**src/rtl/core/prtc_pkg.sv**
```systemverilog
`timescale 1ns / 1ps

package prtc_pkg;

	localparam int COORD_W   = 32;
	localparam int DIFF_W    = COORD_W + 1;
	localparam int BASE_W    = COORD_W + 1;
	localparam int TRIG_W    = 18;
	localparam int PROD_W    = DIFF_W + TRIG_W;
	localparam int ROT_W     = PROD_W + 1 - 16;
	localparam int WORLD_W   = ROT_W + 1;
	localparam int CRD_W     = 34;
	localparam int ANGLE_W   = 16;
	localparam int CFG_IDX_W = 3;

	localparam logic [CFG_IDX_W-1:0] CFG_ANGLE    = 3'd0;
	localparam logic [CFG_IDX_W-1:0] CFG_PIVOT_X  = 3'd1;
	localparam logic [CFG_IDX_W-1:0] CFG_PIVOT_Y  = 3'd2;
	localparam logic [CFG_IDX_W-1:0] CFG_OFFSET_X = 3'd3;
	localparam logic [CFG_IDX_W-1:0] CFG_OFFSET_Y = 3'd4;

	localparam logic signed [CRD_W-1:0]  CORDIC_GAIN = 34'sd652032874;
	localparam logic [32:0]              TWO_PI_Q30  = 33'd6746518852;
	localparam logic signed [TRIG_W-1:0] TRIG_ONE    = 18'sd65536;

	typedef struct packed {
		logic signed [DIFF_W-1:0] dx;
		logic signed [DIFF_W-1:0] dy;
		logic                     last;
	} vtx_t;

	typedef struct packed {
		logic valid;
		vtx_t vtx;
	} head_t;

	// arctangent of 2^-i in Q2.30
	function automatic logic signed [CRD_W-1:0] atan_entry(input logic [4:0] i);
		logic signed [CRD_W-1:0] r;
		unique case (i)
			5'd0:    r = 34'sd843314857;
			5'd1:    r = 34'sd497837829;
			5'd2:    r = 34'sd263043837;
			5'd3:    r = 34'sd133525159;
			5'd4:    r = 34'sd67021687;
			5'd5:    r = 34'sd33543516;
			5'd6:    r = 34'sd16775851;
			5'd7:    r = 34'sd8388437;
			5'd8:    r = 34'sd4194283;
			5'd9:    r = 34'sd2097149;
			5'd10:   r = 34'sd1048576;
			default: r = 34'sd1 <<< (5'd30 - i);
		endcase
		return r;
	endfunction

endpackage

```
**src/rtl/core/prtc_front.sv**
```systemverilog
`timescale 1ns / 1ps

module prtc_front import prtc_pkg::*; (
	input  logic                      clk,
	input  logic                      arst_n,
	input  logic                      in_valid,
	output logic                      in_ready,
	input  logic signed [COORD_W-1:0] local_x,
	input  logic signed [COORD_W-1:0] local_y,
	input  logic                      final_vertex,
	input  logic signed [COORD_W-1:0] pivot_x,
	input  logic signed [COORD_W-1:0] pivot_y,
	input  logic                      hold,
	input  logic                      pop,
	output head_t                     head
);

	localparam int QDEPTH = 2;
	localparam int PTR_W  = $clog2(QDEPTH);
	localparam int QCNT_W = $clog2(QDEPTH + 1);

	vtx_t              q_mem [QDEPTH];
	logic [PTR_W-1:0]  wr_ptr_q, rd_ptr_q;
	logic [QCNT_W-1:0] cnt_q;
	logic              push;
	vtx_t              item;

	assign in_ready  = (cnt_q != QCNT_W'(QDEPTH)) && !hold;
	assign push      = in_valid && in_ready;
	assign item.dx   = {local_x[COORD_W-1], local_x} - {pivot_x[COORD_W-1], pivot_x};
	assign item.dy   = {local_y[COORD_W-1], local_y} - {pivot_y[COORD_W-1], pivot_y};
	assign item.last = final_vertex;

	assign head.valid = (cnt_q != '0);
	assign head.vtx   = q_mem[rd_ptr_q];

	always_ff @(posedge clk or negedge arst_n) begin
		if (!arst_n) begin
			wr_ptr_q <= '0;
			rd_ptr_q <= '0;
			cnt_q    <= '0;
		end else begin
			if (push) begin
				wr_ptr_q <= wr_ptr_q + 1'b1;
			end
			if (pop) begin
				rd_ptr_q <= rd_ptr_q + 1'b1;
			end
			unique case ({push, pop})
				2'b10:   cnt_q <= cnt_q + 1'b1;
				2'b01:   cnt_q <= cnt_q - 1'b1;
				default: ;
			endcase
		end
	end

	always_ff @(posedge clk) begin
		if (push) begin
			q_mem[wr_ptr_q] <= item;
		end
	end

endmodule

```
**config.mk**
```make
export PLATFORM = sky130hd
export DESIGN_NAME = prtc_front
export DESIGN_NICKNAME = d
export VERILOG_FILES = /design/src/rtl/core/prtc_pkg.sv /design/src/rtl/core/prtc_front.sv
export SDC_FILE = /design/constraint.sdc
export NUM_CORES = 1
export LEC_CHECK = 0
export BUFFER_PORTS_ARGS = -buffer_cell sky130_fd_sc_hd__buf_2
export CAP_MARGIN = 10
export CORE_MARGIN = 2
export CORE_UTILIZATION = 60
export CTS_BUF_LIST = sky130_fd_sc_hd__clkbuf_8
export DETAILED_ROUTE_END_ITERATION = 12
export PLACE_DENSITY = 0.88
export SLEW_MARGIN = 40
export SYNTH_ARGS = -nofsm -noshare
export SYNTH_HDL_FRONTEND = slang
export SYNTH_SLANG_ARGS = --single-unit
export TNS_END_PERCENT = 5
```
**constraint.sdc**
```tcl
create_clock -name clk -period 6.44 [get_ports clk]
set_clock_uncertainty 0.15 [all_clocks]
set_input_delay 0.966 -clock clk [delete_from_list [all_inputs] [get_ports clk]]
set_output_delay 0.966 -clock clk [all_outputs]
set_load 0.05 [all_outputs]
```
==> results.cfg <==
[floorplanning]
io_pins = 203
rows = 43
coreArea_sq_um = 13900
die_h_um = 124
initial_core_util_pct = 61.6
die-area_sq_um = 15300
die_w_um = 124

[grt]
grt_pass1_wl_um = 29200
grt_pass1_vias = 6158
grt_max_degree = 43
grt_usage_pct = 24.9
antenna_found_initial = 7
overflow = 0

[synthesis]
synth_cell_types = 56
synth.area.top_cells = edfxtp_1 (47%), ha_1 (9.5%), mux2_2 (8.8%), a21oi_1 (4.1%), xnor2_1 (3.9%)
synth_nets = 969
ys_seq_area_share_pct = 48.1
syn_inst = 768
netlist_area_sq_um = 8580
yosysWarnings = 0
yosysTopAreaCellShare_pct = 46.9
yosys_register_bits = 138
synth_edf_count = 134
ys_async_sr_fraction_pct = 2.90
synth_flop_cell = edfxtp_1
avgSynthCellArea_sq_um = 11.2
yosys.area.top_type = edfxtp_1

[worst_setup_path]
endpoint_kind = output pin
cp_data_required_time_ps = 5320
reg2regPathDepth = 6
worstPathMaxFanout = 42
arrival_ps = 2370
critPathLaunchType = flip-flop
worstSetupPathType = reg2out

[sta]
timing.fmax_mhz = 287
setup_viol = 0
tightestPinTransition_ps = 600
period_share_pct = 54.1
hold_viol_final = 0
holdWs_ps = 178
slew_headroom_pct = 60.0
slew_violations = 0
fin_crit_ps = 3480
rsz0062_at_grt = false
finalSetupTns_ps = 0

[place]
hpwl_um = 14400
place_area_sq_um = 9840
gp_congestion = 0.908
placed_cells = 1136
io_buffers = 202

[power]
intPower_mw = 2.02
power_mw = 3.50
switchingPower_mw = 1.48
power_frac_comb_pct = 45.1
power.density_nw_per_um2 = 342
p_clk_share_pct = 18.7
p_seq_share_pct = 36.2
vdd_drop_max_mv = 0.172
sw_frac_of_total_pct = 42.2
p_leak_nw = 4.53

[cts]
clock_latency_ps = 420
cts_buffers = 17
clkTransAtPathRegs_ps = 70
ctsHoldBuffers = 0
cts_sinks = 138
cts_resized = 0
post_cts_buffers = 0
ctsLongestPathBuffers = 2
root_buffer = clkbuf_8
cts_tree = yes
htree_num_levels = 4

[detailed_routing]
wirelength_um = 18500
vias = 6547
first_pass_iters = 7
drcViolationCount = 0
via_per_inst = 5.58
wl_per_cell_um = 15.8
drtIter0Drc = 484
detail-route-antenna-nets = 0

[final_layout]
areaGrowthSynthToFinish_pct = 19.2
fin_area_sq_um = 10200
fin_cells = 1173
final_nets = 1176
drive_gt1_share_pct = 32.4
fillers = 1021

[job]
cap_violations = 0

[hold_path]
min_path_type = in2async

[run_status]
outcome = finished, final reports clean
==> flip-flops by register name (all words and copies together), names as in the netlist <==
register / cells
q_mem: 134
rd_ptr_q: 1
cnt_q: 2
wr_ptr_q: 1
==> routing by layer <==
metal,vias up,global-route usage (%),wire length (um),share of wire [%]
li1,3219,-,-,-
met1,3051,30.3,7640,41
met2,251,43.4,9310,50
met3,24,6.73,1320,7.1
met4,2,7.53,253,1.4
met5,-,0,13,0.070
==> worst paths after layout <==
kind	start	to	slack (ps)
max reg2reg	cnt_q[0]$_DFFE_PN0P_	q_mem[0][28]$_DFFE_PP_	4100
min	arst_n	cnt_q[1]$_DFFE_PN0P_	180
max	rd_ptr_q$_DFFE_PN0P_	head[23]	2960
min reg2reg	cnt_q[1]$_DFFE_PN0P_	cnt_q[1]$_DFFE_PN0P_	340
max in group asynchronous	arst_n	rd_ptr_q$_DFFE_PN0P_	5830
min in group clk	cnt_q[1]$_DFFE_PN0P_	cnt_q[1]$_DFFE_PN0P_	340
==> cell usage after synthesis (all sizes together) (5+ instances only) <==
master and count:
a211oi 5, a21o 30, a21oi 73, buf 10, clkbuf 10, edfxtp 134, ha 65, inv 87
mux2 67, nand2 44, nand2b 7, nand3 12, nand4 9, nor2 34, nor3 6, o211ai 5
o21a 8, o21ai 31, o21bai 9, o31ai 9, xnor2 38, xor2 26
==> cells in the final DEF, fill, tap and decap left out, types with 5 or more instances in the layout <==
master      Yosys  final
xnor2_1        38     38
o31ai_1         9      9
nor3_1          6      6
buf_2           3    202
mux2_2         67     67
nor2_1         34     33
nand2b_1        7      7
nand4_1         9      9
o21ai_1         8      8
ha_1           65     65
edfxtp_1      134    134
inv_1          87     87
o211ai_1        5      5
o21ai_0        21     21
nand3_1        12     12
diode_2         0      6
o21bai_1        9      9
clkinvlp_4      0      6
a21oi_1        70     70
o21a_1          8      8
a21o_1         30     30
clkbuf_8        0     17
xor2_1         26     26
nand2_1        44     44
==> power by group through the flow <==
stage / sequential [mW] / clock (mW) / combinational, mW
final: 1.27 / 0.654 / 1.58
after global routing: 1.28 / 0.706 / 1.68
after CTS: 1.27 / 0.663 / 1.59
after detailed placement: 1.29 / 0 / 1.58
after global placement: 1.28 / 0 / 1.54
after floorplan: 1.23 / 0 / 1.26
==> through the flow <==
| stage | utilization, % | setup slack, ps |
|---|---|---|
| 6_report | 73.4 | 2960 |
| 3_5_place_dp | 70.6 | 2600 |
| 3_3_place_gp | 70.0 | 2650 |
| 2_1_floorplan | - | 898 |
| 5_1_grt | 73.3 | 2830 |
| 4_1_cts | 73.3 | 2930 |
==> kinds of logic (layout without fill, tap and decap cells) <==
logic type	count (synthesis)	after routing	share of synthesized area, %
XOR/XNOR	64	64	6.53
other	0	6	0
adder cells (fa/ha/maj)	67	67	9.94
flip-flops	138	138	48.1
AO/OA/AOI/OAI	193	193	14.7
buffers and inverters	107	326	4.81
AND/OR/NAND/NOR	131	131	7.07
multiplexers	68	68	8.91
==> layout make-up <==
class / instances / area (sq um) / share of cell area [%]
well taps: 180 / 225 / 2.20
clock buffers: 17 / 234 / 2.29
repair buffers: 208 / 1110 / 10.8
diodes: 6 / 15.0 / 0.147
clock inverters: 14 / 133 / 1.30
flip-flops and latches: 138 / 4130 / 40.4
inverters: 87 / 327 / 3.19
multi-input cells: 523 / 4060 / 39.7
==> critical path, stage by stage, from the launching register on <==
cell and delay (ps):
dfrtp_4 830, buf_4 470, mux2_2 410, buf_2 220
No activity file was read; power rests on OpenSTA's default activity.
