[src/rtl/core/prtc_pkg.sv]
`timescale 1ns / 1ps

package prtc_pkg;

	localparam int COORD_W   = 32;
	localparam int DIFF_W    = COORD_W + 1;
	localparam int BASE_W    = COORD_W + 1;
	localparam int TRIG_W    = 18;
	localparam int PROD_W    = DIFF_W + TRIG_W;
	localparam int ROT_W     = PROD_W + 1 - 16;
	localparam int WORLD_W   = ROT_W + 1;
	localparam int CRD_W     = 34;
	localparam int ANGLE_W   = 16;
	localparam int CFG_IDX_W = 3;

	localparam logic [CFG_IDX_W-1:0] CFG_ANGLE    = 3'd0;
	localparam logic [CFG_IDX_W-1:0] CFG_PIVOT_X  = 3'd1;
	localparam logic [CFG_IDX_W-1:0] CFG_PIVOT_Y  = 3'd2;
	localparam logic [CFG_IDX_W-1:0] CFG_OFFSET_X = 3'd3;
	localparam logic [CFG_IDX_W-1:0] CFG_OFFSET_Y = 3'd4;

	localparam logic signed [CRD_W-1:0]  CORDIC_GAIN = 34'sd652032874;
	localparam logic [32:0]              TWO_PI_Q30  = 33'd6746518852;
	localparam logic signed [TRIG_W-1:0] TRIG_ONE    = 18'sd65536;

	typedef struct packed {
		logic signed [DIFF_W-1:0] dx;
		logic signed [DIFF_W-1:0] dy;
		logic                     last;
	} vtx_t;

	typedef struct packed {
		logic valid;
		vtx_t vtx;
	} head_t;

	// arctangent of 2^-i in Q2.30
	function automatic logic signed [CRD_W-1:0] atan_entry(input logic [4:0] i);
		logic signed [CRD_W-1:0] r;
		unique case (i)
			5'd0:    r = 34'sd843314857;
			5'd1:    r = 34'sd497837829;
			5'd2:    r = 34'sd263043837;
			5'd3:    r = 34'sd133525159;
			5'd4:    r = 34'sd67021687;
			5'd5:    r = 34'sd33543516;
			5'd6:    r = 34'sd16775851;
			5'd7:    r = 34'sd8388437;
			5'd8:    r = 34'sd4194283;
			5'd9:    r = 34'sd2097149;
			5'd10:   r = 34'sd1048576;
			default: r = 34'sd1 <<< (5'd30 - i);
		endcase
		return r;
	endfunction

endpackage

[src/rtl/core/prtc_cordic.sv]
`timescale 1ns / 1ps

module prtc_cordic import prtc_pkg::*; #(
	parameter int CORDIC_STEPS = 16
) (
	input  logic                     clk,
	input  logic                     arst_n,
	input  logic                     start,
	input  logic [ANGLE_W-1:0]       angle,
	output logic                     busy,
	output logic signed [TRIG_W-1:0] cos_value,
	output logic signed [TRIG_W-1:0] sin_value
);

	localparam int STEP_W = (CORDIC_STEPS > 1) ? $clog2(CORDIC_STEPS) : 1;

	localparam logic [1:0] ST_IDLE = 2'd0;
	localparam logic [1:0] ST_ROT  = 2'd1;
	localparam logic [1:0] ST_FIN  = 2'd2;

	logic [1:0]              state_q;
	logic [STEP_W-1:0]       step_q;
	logic [1:0]              quad_q;
	logic signed [CRD_W-1:0] x_q, y_q, z_q;

	logic [46:0]             zprod;
	logic signed [CRD_W-1:0] z0, xs, ys, atan_i;
	logic signed [CRD_W-1:0] c_full, s_full, cos_raw, sin_raw;

	function automatic logic signed [TRIG_W-1:0] clamp_trig(input logic signed [CRD_W-1:0] v);
		logic signed [TRIG_W-1:0] r;
		if (v > 34'sd65536) begin
			r = TRIG_ONE;
		end else if (v < -34'sd65536) begin
			r = -TRIG_ONE;
		end else begin
			r = v[TRIG_W-1:0];
		end
		return r;
	endfunction

	assign zprod  = {33'd0, angle[13:0]} * {14'd0, TWO_PI_Q30};
	assign z0     = {3'b000, zprod[46:16]};
	assign xs     = x_q >>> step_q;
	assign ys     = y_q >>> step_q;
	assign atan_i = atan_entry(5'(step_q));
	assign c_full = (x_q + 34'sd8192) >>> 14;
	assign s_full = (y_q + 34'sd8192) >>> 14;
	assign busy   = (state_q != ST_IDLE);

	always_comb begin
		unique case (quad_q)
			2'd0: begin cos_raw = c_full;  sin_raw = s_full;  end
			2'd1: begin cos_raw = -s_full; sin_raw = c_full;  end
			2'd2: begin cos_raw = -c_full; sin_raw = -s_full; end
			default: begin cos_raw = s_full;  sin_raw = -c_full; end
		endcase
	end

	always_ff @(posedge clk or negedge arst_n) begin
		if (!arst_n) begin
			state_q   <= ST_IDLE;
			cos_value <= TRIG_ONE;
			sin_value <= '0;
		end else if (start) begin
			state_q <= ST_ROT;
		end else begin
			unique case (state_q)
				ST_ROT: begin
					if (step_q == STEP_W'(CORDIC_STEPS - 1)) begin
						state_q <= ST_FIN;
					end
				end
				ST_FIN: begin
					state_q   <= ST_IDLE;
					cos_value <= clamp_trig(cos_raw);
					sin_value <= clamp_trig(sin_raw);
				end
				default: ;
			endcase
		end
	end

	always_ff @(posedge clk) begin
		if (start) begin
			quad_q <= angle[15:14];
			x_q    <= CORDIC_GAIN;
			y_q    <= '0;
			z_q    <= z0;
			step_q <= '0;
		end else if (state_q == ST_ROT) begin
			if (!z_q[CRD_W-1]) begin
				x_q <= x_q - ys;
				y_q <= y_q + xs;
				z_q <= z_q - atan_i;
			end else begin
				x_q <= x_q + ys;
				y_q <= y_q - xs;
				z_q <= z_q + atan_i;
			end
			step_q <= step_q + 1'b1;
		end
	end

endmodule

[config.mk]
export PLATFORM = sky130hd
export DESIGN_NAME = prtc_cordic
export DESIGN_NICKNAME = d
export VERILOG_FILES = /design/src/rtl/core/prtc_pkg.sv /design/src/rtl/core/prtc_cordic.sv
export SDC_FILE = /design/constraint.sdc
export NUM_CORES = 1
export LEC_CHECK = 0
export BUFFER_PORTS_ARGS = -buffer_cell sky130_fd_sc_hd__buf_2
export CAP_MARGIN = 30
export CORE_ASPECT_RATIO = 1.25
export CORE_MARGIN = 2
export CORE_UTILIZATION = 30
export CTS_CLUSTER_DIAMETER = 30
export DETAILED_ROUTE_END_ITERATION = 6
export GPL_TIMING_DRIVEN = 0
export PLACE_DENSITY = 0.46
export SKIP_LAST_GASP = 1
export SYNTH_ARGS = -nofsm -noshare
export SYNTH_HDL_FRONTEND = slang
export SYNTH_SLANG_ARGS = --single-unit
export TNS_END_PERCENT = 30
[constraint.sdc]
create_clock -name clk -period 16.5 [get_ports clk]
set_input_delay 3.3 -clock clk [delete_from_list [all_inputs] [get_ports clk]]
set_output_delay 3.3 -clock clk [all_outputs]
set_load 0.01 [all_outputs]
==> run_results.csv <==
group,metric,value,unit
power_and_ir_drop,p_leak,12.67,nW
floorplanning,start_util,0.3026,
place,gp_congestion,0.9830,
clocking,clockBufferDepth,2,
timing,max_slew_margin,0.2725,
outcome,outcome,"complete, no violations",
cells_and_area,final_cell_mix,"307 x nand2_1, 278 x ha_1, 260 x a21oi_1",
floorplanning,die_area,93260,um2
critical_path,worst-r2r-setup-slack,7.63,ns
critical_path,slowest_stage,"fa_1",
clocking,ctsHoldBuffers,0,
synthesis,synth_top_area_cell,"ha_1",
clocking,clk_latency,0.51,ns
hold_path,hp-start,"z_q[31]",
global_route,globalRouteOverflowTotal,0,
clocking,root_buffer,"clkbuf_16",
synthesis,synth_ff_type,"dfxtp_1",
hold_path,min_path_cells,2,
critical_path,r2r_cells,23,
power_and_ir_drop,power_frac_seq,0.093,
clocking,cts_tree,"built",
power_and_ir_drop,clkPwrFrac,0.057,
synthesis,async_flop_share,0.2603,
synthesis,yosys.cell_types.count,117,
critical_path,worstReg2RegEnd,"y_q[33]",
critical_path,critPathRequiredTime,16.75,ns
timing,tns,0,ns
drt,drc,0,
synthesis,ys_warn_count,0,
timing,setup_violations,0,
timing,period_share,0.5816,
critical_path,crit_buf_inv,3,
drt,num_vias,26140,
floorplanning,die_h,340.9,um
place,portBuffers,55,
global_route,grt_pass1_wl,175.0,mm
critical_path,path_common_cell,"fa_1",
clocking,post_cts_buffers,0,
power_and_ir_drop,peakVddDrop,0.2244,mV
cells_and_area,area_delta_synth_final,9.336,%
power_and_ir_drop,powerDensity,256.6,nW/um2
cells_and_area,design_area,29790,um2
global_route,antenna_found_initial,3,
power_and_ir_drop,p_sw,0.004186,W
critical_path,path_class,"input pin to register",
hold_path,hold-path-endpoint,"z_q[31]",
timing,clock_skew,0.01509,ns
critical_path,startpoint_type,"input pin",
drt,drtIter0Drc,1983,
synthesis,yosysSeqAreaShare,0.1264,
cells_and_area,fin_nets,3790,
clocking,cts_max_level,4,
critical_path,critPathTopFamily,"adder cells",
timing,finalCriticalPeriod,9.597,ns
cells_and_area,layout-drive-gt1-share,0.1060,
power_and_ir_drop,power_frac_comb,0.850,
timing,slew_violations,0,
place,placed_cell_area,29170,um2
timing,fmax,0.1042,GHz
synthesis,syn_inst,3282,
clocking,cts.sinks,146,
critical_path,path_cells,"buf_2 -> inv_1 -> fa_1 -> clkbuf_1 -> xnor2_1 -> fa_1 -> fa_1 -> fa_1 -> fa_1 -> ha_1 -> o21ai_0 -> a21oi_1 -> a221o_1 -> o211a_1 -> o21ai_0 -> nand3_1 -> a31o_2 -> a211oi_1 -> o22ai_1",
floorplanning,rows,123,
critical_path,end_kind,"register",
global_route,grt_pass1_vias,26471,
global_route,grtUsageTotal,0.2534,
global_route,grt_max_degree,39,
timing,finalHoldViolations,0,
synthesis,synth-edff-count,33,
critical_path,crit_cells,19,
hold_path,hold_path.class,"register to register",
cells_and_area,final_common_cell,"nand2_1",
critical_path,r2r-start,"step_q[3]",
power_and_ir_drop,intPower,0.003457,W
synthesis,ys_ff_latch,146,
critical_path,arrival,9.85,ns
synthesis,syn_area_per_cell,8.302,um2
clocking,clkTransAtPathRegs,0.07,ns
drt,ant_nets,0,
clocking,numCtsBuffers,17,
synthesis,netlist_top_cells_area,"ha_1 13%, fa_1 8.8%, mux4_2 6.0%",
timing,worst_pin_slew,1.091,ns
floorplanning,fp.dieW,273.6,um
critical_path,slowest_delay,0.62,ns
critical_path,critPathMaxFanout,8,
place,hpwl,95.47,mm
job,max_cap_viol_count,0,
drt,viasPerCell,5.716,
timing,rsz0062_at_grt,"no",
synthesis,synth_top_area_frac,0.1277,
drt,post_drt_wl_per_cell,25.84,um
floorplanning,ios,56,
power_and_ir_drop,fin_total_pwr,0.007643,W
cells_and_area,n_antenna_cell,0,
power_and_ir_drop,p_sw_frac,0.5476,
clocking,cts-resized-gates,0,
drt,drt-pass1-iter-count,7,
floorplanning,coreArea,90030,um2
synthesis,syn_area,27250,um2
synthesis,syn_nets,3699,
drt,drt_wl_total,118.2,mm
[logic make-up after synthesis]
logic type	count (synthesis)	share of synthesized area
AND/OR/NAND/NOR	973	0.1823
AO/OA/AOI/OAI	882	0.2149
XOR/XNOR	255	0.08197
flip-flops	146	0.1264
adder cells (fa/ha/maj)	398	0.2158
multiplexers	192	0.1116
buffers and inverters	436	0.06695
[state kept, by name, summed over array words and instances (netlist names)]
| signal | flops |
|---|---|
| y_q | 34 |
| sin_value | 18 |
| cos_value | 18 |
| x_q | 34 |
| quad_q | 2 |
| z_q | 34 |
| state_q | 2 |
| step_q | 4 |
[power groups by stage]
stage / Sequential (W) / Clock [W] / Combinational, W
finish: 0.000712 / 0.000432 / 0.00650
global route: 0.000725 / 0.000454 / 0.00724
CTS: 0.000711 / 0.000447 / 0.00650
detailed placement: 0.000718 / 0 / 0.00645
global placement: 0.000719 / 0 / 0.00646
floorplan: 0.000643 / 0 / 0.00478
[tightest hold or removal path: cells and delay by family, from the launching register on]
family | cells | cell delay, ns
DFF | 1 | 0.32
and+or+nand+nor | 1 | 0.06
AOI/OAI and AO/OA | 1 | 0.05
[worst max-delay path by stage]
stage	startpoint	slack, ns	endpoint
after floorplan	angle[5]	7.65	z_q[29]
after global placement	angle[9]	6.34	z_q[29]
after detailed placement	angle[9]	6.31	z_q[29]
after CTS	angle[9]	6.86	z_q[29]
after global routing	angle[12]	6.41	z_q[29]
final	angle[9]	6.90	z_q[29]
[synthesized netlist by cell type, types with 12 or more instances]
library cell  count
a211oi_1         39
mux2i_1          76
dfxtp_1          75
o31ai_1          15
o21ai_0         150
o21a_1           15
inv_1           249
mux2_2           31
fa_1            120
nor4_1           15
xnor2_1         161
o211ai_1         32
o221ai_1         14
a21oi_1         260
nor2_1          205
nor2b_1          33
or3_1            34
o22ai_1          18
dfrtp_1          37
edfxtp_1         33
nand2b_1         36
a31oi_1          54
buf_4            16
mux4_2           73
or2_2            16
nand3_1          84
o21bai_1         20
and2_1           33
a22o_1           12
buf_2            31
ha_1            278
and3_1           31
buf_1            34
nand2_1         307
xor2_1           94
nand4_1          32
a21o_1           75
nor3_1           57
clkbuf_1         90
[area by class of cell]
class / instances / area [um2]
well taps: 1187 / 1485
inverters: 252 / 945.9
plain buffers: 184 / 878.3
multi-input cells: 2700 / 21980
clock inverters: 15 / 170.2
repair buffers: 72 / 462.9
clock buffers: 17 / 425.4
fillers: 9736 / 60240
flip-flops and latches: 146 / 3445
[stage by stage]
stage	utilization	hold slack [ns]	setup slack [ns]	cells
2_1_floorplan	-	0.4362	7.653	3282
3_3_place_gp	0.3222	0.4470	6.336	4524
3_5_place_dp	0.3240	0.4580	6.307	4539
4_1_cts	0.3306	0.4688	6.862	4571
5_1_grt	0.3309	0.5053	6.411	4573
6_report	0.3309	0.4679	6.903	4573
[metal layers]
metal,GRT usage,wire length (um),up-vias
met1,0.2678,42970,12859
met3,0.03307,5120,298
met2,0.4621,60700,837
li1,-,-,12144
met5,0,15,-
met4,0.1765,9371,2
Note: power is estimated with default switching activity, not from simulation.
